## config.mk

```make
export PLATFORM = sky130hd
export DESIGN_NAME = pulse_saw_sound_generator
export DESIGN_NICKNAME = d
export VERILOG_FILES = /design/src/design/psg_pkg.sv /design/src/design/pulse_saw_sound_generator.sv /design/src/design/psg_fifo.sv /design/src/design/psg_front.sv /design/src/design/psg_back.sv
export SDC_FILE = /design/constraint.sdc
export NUM_CORES = 1
export LEC_CHECK = 0
export BUFFER_PORTS_ARGS = -buffer_cell sky130_fd_sc_hd__buf_2
export CORE_MARGIN = 8
export CORE_UTILIZATION = 65
export CTS_BUF_LIST = sky130_fd_sc_hd__clkbuf_4 sky130_fd_sc_hd__clkbuf_8
export DETAILED_ROUTE_END_ITERATION = 10
export GPL_TIMING_DRIVEN = 0
export PLACE_DENSITY = 0.84
export REMOVE_ABC_BUFFERS = 1
export SKIP_LAST_GASP = 1
export SYNTH_ARGS = -nofsm -noshare
export SYNTH_HDL_FRONTEND = slang
export SYNTH_SLANG_ARGS = --single-unit
```

## constraint.sdc

```tcl
create_clock -name i_clk -period 5.44 [get_ports i_clk]
set_clock_uncertainty 0.15 [all_clocks]
set_input_delay 0.272 -clock i_clk [delete_from_list [all_inputs] [get_ports i_clk]]
set_output_delay 0.272 -clock i_clk [all_outputs]
set_load 0.01 [all_outputs]
```

## src/design/psg_pkg.sv

```systemverilog
// Shared types and constants for the pulse/saw sound generator.
package psg_pkg;

    // channel selects
    localparam logic [1:0] CH_P1  = 2'd0;
    localparam logic [1:0] CH_P2  = 2'd1;
    localparam logic [1:0] CH_SAW = 2'd2;

    // register selects within a channel
    localparam logic [1:0] REG_CTRL   = 2'd0;
    localparam logic [1:0] REG_PER_LO = 2'd1;
    localparam logic [1:0] REG_PER_HI = 2'd2;

    // channel base addresses
    localparam logic [15:0] BASE_P1  = 16'h9000;
    localparam logic [15:0] BASE_P2  = 16'hA000;
    localparam logic [15:0] BASE_SAW = 16'hB000;

    localparam logic [3:0] SAW_CLEAR_STEPS = 4'd14;
    localparam logic [11:0] PULSE_MIN_PERIOD = 12'd8;

    // decoded item handed from front to back
    typedef struct packed {
        logic       tick;
        logic       wr_en;
        logic [1:0] chan;
        logic [1:0] reg_sel;
        logic [7:0] data;
    } t_cmd;

    // one result item
    typedef struct packed {
        logic       pulse_one_level;
        logic       pulse_two_level;
        logic [4:0] saw_level;
        logic [3:0] pulse_one_volume;
        logic [3:0] pulse_two_volume;
        logic [3:0] saw_volume;
    } t_res;

endpackage

```

## src/design/pulse_saw_sound_generator.sv

```systemverilog
// Top level of the two-pulse, one-sawtooth sound generator.
//
//  Channel   Handshake      Transfer when      Payload
//  input     push / full    push && !full      i_action, i_address, i_write_data
//  result    empty / pop    pop && !empty      o_pulse_*_level, o_saw_level, o_*_volume
//
// One item per cycle sustained while pop keeps up. A result passes through the command
// queue register, then the result queue register, before it shows on the result ports.
// The channel state and the result queue are written at the same edge; the result queue decouples the update from pop.
// Reset clears all channel state and both queues; no clearing pass.
// A stalled pop fills the result queue, then the command queue, then raises full.
module pulse_saw_sound_generator #(
    parameter int CMD_DEPTH = 2,
    parameter int RES_DEPTH = 2
) (
    input  logic        i_clk,
    input  logic        i_rst_n,
    input  logic        push,
    output logic        full,
    input  logic        i_action,
    input  logic [15:0] i_address,
    input  logic [7:0]  i_write_data,
    output logic        empty,
    input  logic        pop,
    output logic        o_pulse_one_level,
    output logic        o_pulse_two_level,
    output logic [4:0]  o_saw_level,
    output logic [3:0]  o_pulse_one_volume,
    output logic [3:0]  o_pulse_two_volume,
    output logic [3:0]  o_saw_volume
);

    psg_pkg::t_cmd cmd;
    psg_pkg::t_res res;
    logic          cmd_valid;
    logic          cmd_pop;

    psg_front #(
        .CMD_DEPTH (CMD_DEPTH)
    ) u_front (
        .i_clk        (i_clk),
        .i_rst_n      (i_rst_n),
        .i_push       (push),
        .o_full       (full),
        .i_action     (i_action),
        .i_address    (i_address),
        .i_write_data (i_write_data),
        .o_cmd        (cmd),
        .o_cmd_valid  (cmd_valid),
        .i_cmd_pop    (cmd_pop)
    );

    psg_back #(
        .RES_DEPTH (RES_DEPTH)
    ) u_back (
        .i_clk       (i_clk),
        .i_rst_n     (i_rst_n),
        .i_cmd       (cmd),
        .i_cmd_valid (cmd_valid),
        .o_cmd_pop   (cmd_pop),
        .o_res       (res),
        .o_empty     (empty),
        .i_pop       (pop)
    );

    assign o_pulse_one_level  = res.pulse_one_level;
    assign o_pulse_two_level  = res.pulse_two_level;
    assign o_saw_level        = res.saw_level;
    assign o_pulse_one_volume = res.pulse_one_volume;
    assign o_pulse_two_volume = res.pulse_two_volume;
    assign o_saw_volume       = res.saw_volume;

endmodule

```

## src/design/psg_fifo.sv

```systemverilog
// Small synchronous queue used between the generator stages.
module psg_fifo #(
    parameter int WIDTH = 8,
    parameter int DEPTH = 2
) (
    input  logic             i_clk,
    input  logic             i_rst_n,
    input  logic             i_push,
    input  logic [WIDTH-1:0] i_wdata,
    output logic             o_full,
    input  logic             i_pop,
    output logic [WIDTH-1:0] o_rdata,
    output logic             o_empty
);

    localparam int PTR_W = $clog2(DEPTH);
    localparam int CNT_W = $clog2(DEPTH + 1);

    logic [WIDTH-1:0] r_mem [DEPTH];
    logic [PTR_W-1:0] r_wptr, n_wptr;
    logic [PTR_W-1:0] r_rptr, n_rptr;
    logic [CNT_W-1:0] r_count, n_count;
    logic             wr, rd;

    assign o_full  = (r_count == CNT_W'(DEPTH));
    assign o_empty = (r_count == '0);
    assign o_rdata = r_mem[r_rptr];
    assign wr      = i_push && !o_full;
    assign rd      = i_pop && !o_empty;

    always_comb begin
        n_wptr  = r_wptr;
        n_rptr  = r_rptr;
        n_count = r_count;
        if (wr) begin
            n_wptr = (r_wptr == PTR_W'(DEPTH - 1)) ? '0 : r_wptr + 1'b1;
        end
        if (rd) begin
            n_rptr = (r_rptr == PTR_W'(DEPTH - 1)) ? '0 : r_rptr + 1'b1;
        end
        if (wr && !rd) begin
            n_count = r_count + 1'b1;
        end else if (rd && !wr) begin
            n_count = r_count - 1'b1;
        end
    end

    always_ff @(posedge i_clk) begin
        if (!i_rst_n) begin
            r_wptr  <= '0;
            r_rptr  <= '0;
            r_count <= '0;
        end else begin
            r_wptr  <= n_wptr;
            r_rptr  <= n_rptr;
            r_count <= n_count;
        end
    end

    always_ff @(posedge i_clk) begin
        if (wr) begin
            r_mem[r_wptr] <= i_wdata;
        end
    end

endmodule

```

## src/design/psg_front.sv

```systemverilog
// Front end: takes items, decodes register writes and ticks, queues commands.
module psg_front #(
    parameter int CMD_DEPTH = 2
) (
    input  logic          i_clk,
    input  logic          i_rst_n,
    input  logic          i_push,
    output logic          o_full,
    input  logic          i_action,
    input  logic [15:0]   i_address,
    input  logic [7:0]    i_write_data,
    output psg_pkg::t_cmd o_cmd,
    output logic          o_cmd_valid,
    input  logic          i_cmd_pop
);

    psg_pkg::t_cmd dec;
    logic          cmd_empty;
    logic [$bits(psg_pkg::t_cmd)-1:0] cmd_bits;

    always_comb begin
        dec         = '0;
        dec.tick    = i_action;
        dec.reg_sel = i_address[1:0];
        dec.data    = i_write_data;
        dec.chan    = psg_pkg::CH_P1;
        if (!i_action && i_address[1:0] <= psg_pkg::REG_PER_HI) begin
            if (i_address[15:2] == psg_pkg::BASE_P1[15:2]) begin
                dec.wr_en = 1'b1;
                dec.chan  = psg_pkg::CH_P1;
            end else if (i_address[15:2] == psg_pkg::BASE_P2[15:2]) begin
                dec.wr_en = 1'b1;
                dec.chan  = psg_pkg::CH_P2;
            end else if (i_address[15:2] == psg_pkg::BASE_SAW[15:2]) begin
                dec.wr_en = 1'b1;
                dec.chan  = psg_pkg::CH_SAW;
            end
        end
    end

    psg_fifo #(
        .WIDTH ($bits(psg_pkg::t_cmd)),
        .DEPTH (CMD_DEPTH)
    ) u_cmd_q (
        .i_clk   (i_clk),
        .i_rst_n (i_rst_n),
        .i_push  (i_push),
        .i_wdata (dec),
        .o_full  (o_full),
        .i_pop   (i_cmd_pop),
        .o_rdata (cmd_bits),
        .o_empty (cmd_empty)
    );

    assign o_cmd       = psg_pkg::t_cmd'(cmd_bits);
    assign o_cmd_valid = !cmd_empty;

endmodule

```

## src/design/psg_back.sv

```systemverilog
// Back end: channel state, divider/step update and the result queue.
module psg_back #(
    parameter int RES_DEPTH = 2
) (
    input  logic          i_clk,
    input  logic          i_rst_n,
    input  psg_pkg::t_cmd i_cmd,
    input  logic          i_cmd_valid,
    output logic          o_cmd_pop,
    output psg_pkg::t_res o_res,
    output logic          o_empty,
    input  logic          i_pop
);

    logic [11:0] r_count [3];
    logic [11:0] n_count [3];
    logic [11:0] r_period [3];
    logic [11:0] n_period [3];
    logic        r_enable [3];
    logic        n_enable [3];
    logic [3:0]  r_volume [3];
    logic [3:0]  n_volume [3];
    logic [2:0]  r_duty [2];
    logic [2:0]  n_duty [2];
    logic        r_const [2];
    logic        n_const [2];
    logic [3:0]  r_step [2];
    logic [3:0]  n_step [2];
    logic        r_pbit [2];
    logic        n_pbit [2];
    logic [5:0]  r_rate, n_rate;
    logic [7:0]  r_acc, n_acc;
    logic [3:0]  r_saw_sc, n_saw_sc;
    logic [4:0]  r_saw_out, n_saw_out;

    logic [11:0] cnt_inc [3];
    logic        hit [3];
    logic        pat_bit [2];
    logic [7:0]  acc_add;
    logic [3:0]  sc_inc;
    logic        res_full;
    logic        do_op;
    psg_pkg::t_res res;
    logic [$bits(psg_pkg::t_res)-1:0] res_bits;

    assign do_op     = i_cmd_valid && !res_full;
    assign o_cmd_pop = do_op;

    always_comb begin
        for (int ch = 0; ch < 3; ch++) begin
            cnt_inc[ch] = r_enable[ch] ? r_count[ch] + 12'd1 : r_count[ch];
            hit[ch]     = (cnt_inc[ch] >= r_period[ch]);
        end
        for (int i = 0; i < 2; i++) begin
            // duty d is high on steps 1 .. d+1
            pat_bit[i] = r_const[i] ||
                         ((r_step[i] != 4'd0) && (r_step[i] <= {1'b0, r_duty[i]} + 4'd1));
        end
        acc_add = r_saw_sc[0] ? r_acc + {2'b00, r_rate} : r_acc;
        sc_inc  = r_saw_sc + 4'd1;
    end

    always_comb begin
        n_count   = r_count;
        n_period  = r_period;
        n_enable  = r_enable;
        n_volume  = r_volume;
        n_duty    = r_duty;
        n_const   = r_const;
        n_step    = r_step;
        n_pbit    = r_pbit;
        n_rate    = r_rate;
        n_acc     = r_acc;
        n_saw_sc  = r_saw_sc;
        n_saw_out = r_saw_out;
        if (do_op && i_cmd.tick) begin
            for (int ch = 0; ch < 3; ch++) begin
                n_count[ch] = hit[ch] ? 12'd0 : cnt_inc[ch];
            end
            for (int i = 0; i < 2; i++) begin
                if (hit[i]) begin
                    n_step[i] = r_step[i] + 4'd1;
                    n_pbit[i] = pat_bit[i] && (r_period[i] >= psg_pkg::PULSE_MIN_PERIOD);
                end
            end
            if (hit[2]) begin
                if (sc_inc == psg_pkg::SAW_CLEAR_STEPS) begin
                    n_saw_sc = 4'd0;
                    n_acc    = 8'd0;
                end else begin
                    n_saw_sc = sc_inc;
                    n_acc    = acc_add;
                end
                n_saw_out = (sc_inc == psg_pkg::SAW_CLEAR_STEPS) ? 5'd0 : acc_add[7:3];
            end
        end else if (do_op && i_cmd.wr_en) begin
            for (int ch = 0; ch < 3; ch++) begin
                if (i_cmd.chan == 2'(ch)) begin
                    case (i_cmd.reg_sel)
                        psg_pkg::REG_CTRL: begin
                            n_volume[ch] = i_cmd.data[3:0];
                        end
                        psg_pkg::REG_PER_LO: begin
                            n_period[ch][7:0] = i_cmd.data;
                        end
                        psg_pkg::REG_PER_HI: begin
                            n_period[ch][11:8] = i_cmd.data[3:0];
                            n_enable[ch]       = i_cmd.data[7];
                        end
                        default: begin
                        end
                    endcase
                end
            end
            if (i_cmd.reg_sel == psg_pkg::REG_CTRL) begin
                if (i_cmd.chan == psg_pkg::CH_SAW) begin
                    n_rate = i_cmd.data[5:0];
                end else begin
                    n_duty[i_cmd.chan[0]]  = i_cmd.data[6:4];
                    n_const[i_cmd.chan[0]] = i_cmd.data[7];
                end
            end
        end
    end

    always_ff @(posedge i_clk) begin
        if (!i_rst_n) begin
            for (int ch = 0; ch < 3; ch++) begin
                r_count[ch]  <= '0;
                r_period[ch] <= '0;
                r_enable[ch] <= 1'b0;
                r_volume[ch] <= '0;
            end
            for (int i = 0; i < 2; i++) begin
                r_duty[i]  <= '0;
                r_const[i] <= 1'b0;
                r_step[i]  <= '0;
                r_pbit[i]  <= 1'b0;
            end
            r_rate    <= '0;
            r_acc     <= '0;
            r_saw_sc  <= '0;
            r_saw_out <= '0;
        end else begin
            r_count   <= n_count;
            r_period  <= n_period;
            r_enable  <= n_enable;
            r_volume  <= n_volume;
            r_duty    <= n_duty;
            r_const   <= n_const;
            r_step    <= n_step;
            r_pbit    <= n_pbit;
            r_rate    <= n_rate;
            r_acc     <= n_acc;
            r_saw_sc  <= n_saw_sc;
            r_saw_out <= n_saw_out;
        end
    end

    // result reflects state after this item
    always_comb begin
        res.pulse_one_level  = n_pbit[0];
        res.pulse_two_level  = n_pbit[1];
        res.saw_level        = n_saw_out;
        res.pulse_one_volume = n_volume[0];
        res.pulse_two_volume = n_volume[1];
        res.saw_volume       = n_volume[2];
    end

    psg_fifo #(
        .WIDTH ($bits(psg_pkg::t_res)),
        .DEPTH (RES_DEPTH)
    ) u_res_q (
        .i_clk   (i_clk),
        .i_rst_n (i_rst_n),
        .i_push  (do_op),
        .i_wdata (res),
        .o_full  (res_full),
        .i_pop   (i_pop),
        .o_rdata (res_bits),
        .o_empty (o_empty)
    );

    assign o_res = psg_pkg::t_res'(res_bits);

endmodule

```

==> impl_metrics.csv <==
group,metric,value,unit
outcome,outcome,"finished, final reports clean",
clock_tree,postCtsHoldBufs,15,
logic_synthesis,ys_warn_count,0,
layout,drive_above_1_share,0.1351,
power,sequentialPowerShare,0.442,
timing,worst_pin_slew,1.158,ns
worst_setup_path,path_class,"flip-flop to flip-flop",
worst_setup_path,end_kind,"flip-flop",
floorplan,initial_core_util,0.6580,
logic_synthesis,synth_edf_count,66,
drt,wl_per_cell,16.86,µm
floorplan,die_x,139.6,µm
floorplan,num_rows,45,
floorplan,coreArea,0.01509,mm²
layout,synthToLayoutAreaGrowth,12.20,%
logic_synthesis,synthDistinctLibCells,59,
floorplan,num_io_pins,50,
logic_synthesis,syn_area_per_cell,9.762,µm²
floorplan,die_y,139.6,µm
drt,route.detailed.drc,0,
drt,routed.top_layer,"met4",
timing,fin_ws,1.363,ns
drt,wl_met3,1.094,mm
placed_design,port_buffers,49,
logic_synthesis,async_flop_share,0,
layout,nets,1173,
power,p_sw,1.377,mW
logic_synthesis,synthTopCellsByArea,"dfxtp_1 (28%), edfxtp_1 (20%), ha_1 (7.9%)",
min_path,hp-class,"input pin to flip-flop",
timing,rsz0062_at_grt,"false",
worst_setup_path,cp-start-kind,"flip-flop",
clock_tree,postCtsSetupRepairBufs,0,
placed_design,dpl_worst_slack,1.454,ns
layout,multi_input_area,0.004821,mm²
power,power.leakage,4.433,nW
worst_setup_path,timing.rr.end,"u_back.r_period[7]",
global_routing,grt_antenna_before_repair,0,
logic_synthesis,synth_common_cells,"dfxtp_1 (138), nor2_1 (118), nand2_1 (94), edfxtp_1 (66), ha_1 (63)",
global_routing,grt_max_degree,56,
drt,dr.pass1.iters,5,
floorplan,die_area,0.01949,mm²
timing,setup_tns,0,ns
worst_setup_path,critPathMaxStageDelay,1.00,ns
logic_synthesis,synth_seq_cells,204,
worst_setup_path,endpoint,"u_back.r_period[7]",
power,combPwrFrac,0.236,
clock_tree,cts_resized,0,
power,sw_frac_of_total,0.3181,
worst_setup_path,reg2reg_depth,6,
global_routing,grt_usage,0.2248,
drt,dr_wl_met2,10.40,mm
clock_tree,htreeDepth,2,
layout,seq_area,0.004745,mm²
power,clockPowerShare,0.321,
power,p_per_area,388.6,mW/mm²
clock_tree,path_clk_slew,0.07,ns
clock_tree,insertion_delay,0.53,ns
logic_synthesis,synth_area,0.009928,mm²
power,max-vdd-ir-drop,376.6,µV
timing,max-slew-margin-rel,0.2254,
worst_setup_path,cp.required,5.67,ns
logic_synthesis,ys_seq_area_frac,0.4779,
logic_synthesis,synth_cells,1017,
drt,vias,7573,
clock_tree,cts-root-buf,"clkbuf_8",
timing,fin_crit,4.077,ns
clock_tree,cts_buffers,34,
logic_synthesis,ys.flop_type,"dfxtp_1",
drt,drt-total-wl,21.77,mm
clock_tree,clock_sinks,204,
logic_synthesis,yosys.area.top_type,"dfxtp_1",
global_routing,grt_pass1_wl,36.36,mm
global_routing,grt-ovfl-total,0,
worst_setup_path,slowest_stage,"dfxtp_1",
timing,fin_crit_sh,0.7494,
timing,hold_viol,0,
logic_synthesis,synth_top_area_share,0.2783,
placed_design,gp_congestion,0.8297,
drt,vias_per_cell,5.866,
layout,diodes,0,
worst_setup_path,reg2reg_slack,1.36,ns
flow_run,cap_violations,0,
clock_tree,cts_buffer_depth,3,
drt,ant_nets,0,
timing,setup_viol_count_final,0,
worst_setup_path,crit_chain,"mux2i_1 -> or3_1 -> nand3_1 -> nor2_1 -> mux2i_1 -> nor2_1",
power,intPower,2.952,mW
timing,timing.fmax,245.3,MHz
placed_design,hpwl,14.50,mm
layout,nFillCells,1002,
drt,met1_length,9.516,mm
worst_setup_path,cp_max_fo,24,
worst_setup_path,critPathArrivalTime,4.30,ns
logic_synthesis,synth_most_common_cell,"dfxtp_1",
drt,drtIter0Drc,492,
clock_tree,cts_tree,"done",
timing,maxSlewViolCount,0,
global_routing,grt_pass1_vias,7671,
-- flip-flops by register name, summed over array words and instances, names as in the netlist, 3 cells and up, named ones only --
name	count
u_back.r_duty	6
u_back.r_step	8
u_back.r_saw_sc	4
u_back.r_saw_out	5
u_back.r_acc	8
u_back.r_enable	3
u_front.u_cmd_q.r_mem	28
u_back.u_res_q.r_mem	38
u_back.r_volume	12
u_back.r_rate	6
u_back.r_period	36
u_back.r_count	36
-- cell type report --
| type | count | area share |
|---|---|---|
| Multi-Input combinational cell | 718 | 0.4328 |
| Sequential cell | 204 | 0.4259 |
| Clock buffer | 49 | 0.05493 |
| Timing Repair Buffer | 67 | 0.03965 |
| Tap cell | 188 | 0.02112 |
| Inverter | 55 | 0.01853 |
| Clock inverter | 10 | 0.007076 |
-- layout by cell type (no fill, tap or decap), drive strengths merged, types with 3 or more instances in the layout --
| cell type | count |
|---|---|
| nor3 | 13 |
| nor3b | 4 |
| nand2 | 94 |
| nand4 | 18 |
| inv | 55 |
| nand2b | 10 |
| a31oi | 5 |
| xor2 | 34 |
| ha | 63 |
| nor2 | 118 |
| nand3 | 33 |
| a21o | 6 |
| and2 | 13 |
| dlygate4sd3 | 15 |
| clkbuf | 49 |
| o32ai | 3 |
| a22o | 5 |
| xnor2 | 37 |
| dfxtp | 138 |
| or3 | 9 |
| clkinv | 8 |
| a21oi | 60 |
| mux2 | 33 |
| mux2i | 31 |
| nor4 | 6 |
| o21bai | 3 |
| o21ai | 40 |
| edfxtp | 66 |
| and3 | 12 |
| a211oi | 37 |
| buf | 52 |
-- per-stage QoR --
step	instances	area [µm²]	hold WS [ns]	total power, mW	utilization
4_1_cts	1291	11140	0.004980	4.340	0.7382
3_3_place_gp	1214	10240	0.2965	2.883	0.6789
6_report	1291	11140	0.01389	4.329	0.7382
3_5_place_dp	1217	10300	0.3059	2.944	0.6825
5_1_grt	1291	11140	0.07021	4.515	0.7382
2_1_floorplan	977	9764	0.2209	2.563	-
-- worst min-delay path by stage --
stage	startpoint	to	slack (ns)	cells after the start
2_1_floorplan	i_write_data[0]	u_front.u_cmd_q.r_mem[0][0]	0.22	0
3_3_place_gp	u_back.r_saw_out[4]	u_back.r_saw_out[4]	0.30	2
3_5_place_dp	u_back.r_saw_out[1]	u_back.r_saw_out[1]	0.31	2
4_1_cts	i_address[9]	u_front.u_cmd_q.r_mem[1][12]	0.005	4
5_1_grt	i_address[9]	u_front.u_cmd_q.r_mem[1][12]	0.07	4
6_report	pop	flip-flop	0.01	4
-- power groups by stage --
stage          clock network (mW)  registers, mW  logic (mW)
6_report                     1.39           1.92        1.02
3_5_place_dp                    0           1.94       0.999
2_1_floorplan                   0           1.90       0.659
5_1_grt                      1.47           1.94        1.11
3_3_place_gp                    0           1.93       0.950
4_1_cts                      1.41           1.91        1.02
-- cells by family after synthesis --
logic type / Yosys count / synth area share
adder cells (fa/ha/maj): 64 / 0.08141
XOR/XNOR: 71 / 0.06263
AND/OR/NAND/NOR: 342 / 0.1611
flip-flops: 204 / 0.4779
AO/OA/AOI/OAI: 177 / 0.1110
multiplexers: 64 / 0.06868
buffers and inverters: 95 / 0.03730
-- critical path, delay by kind of cell (launching register included) --
family	cells	cell delay, ns
simple gates	4	1.95
flops	1	1.00
mux	2	0.79
-- per-layer routing --
metal	up-vias	GRT usage
met5	-	0
met4	0	0.1091
met3	55	0.04583
met2	205	0.3834
met1	3606	0.2668
li1	3707	-
Power figures use the tool's default switching activity.
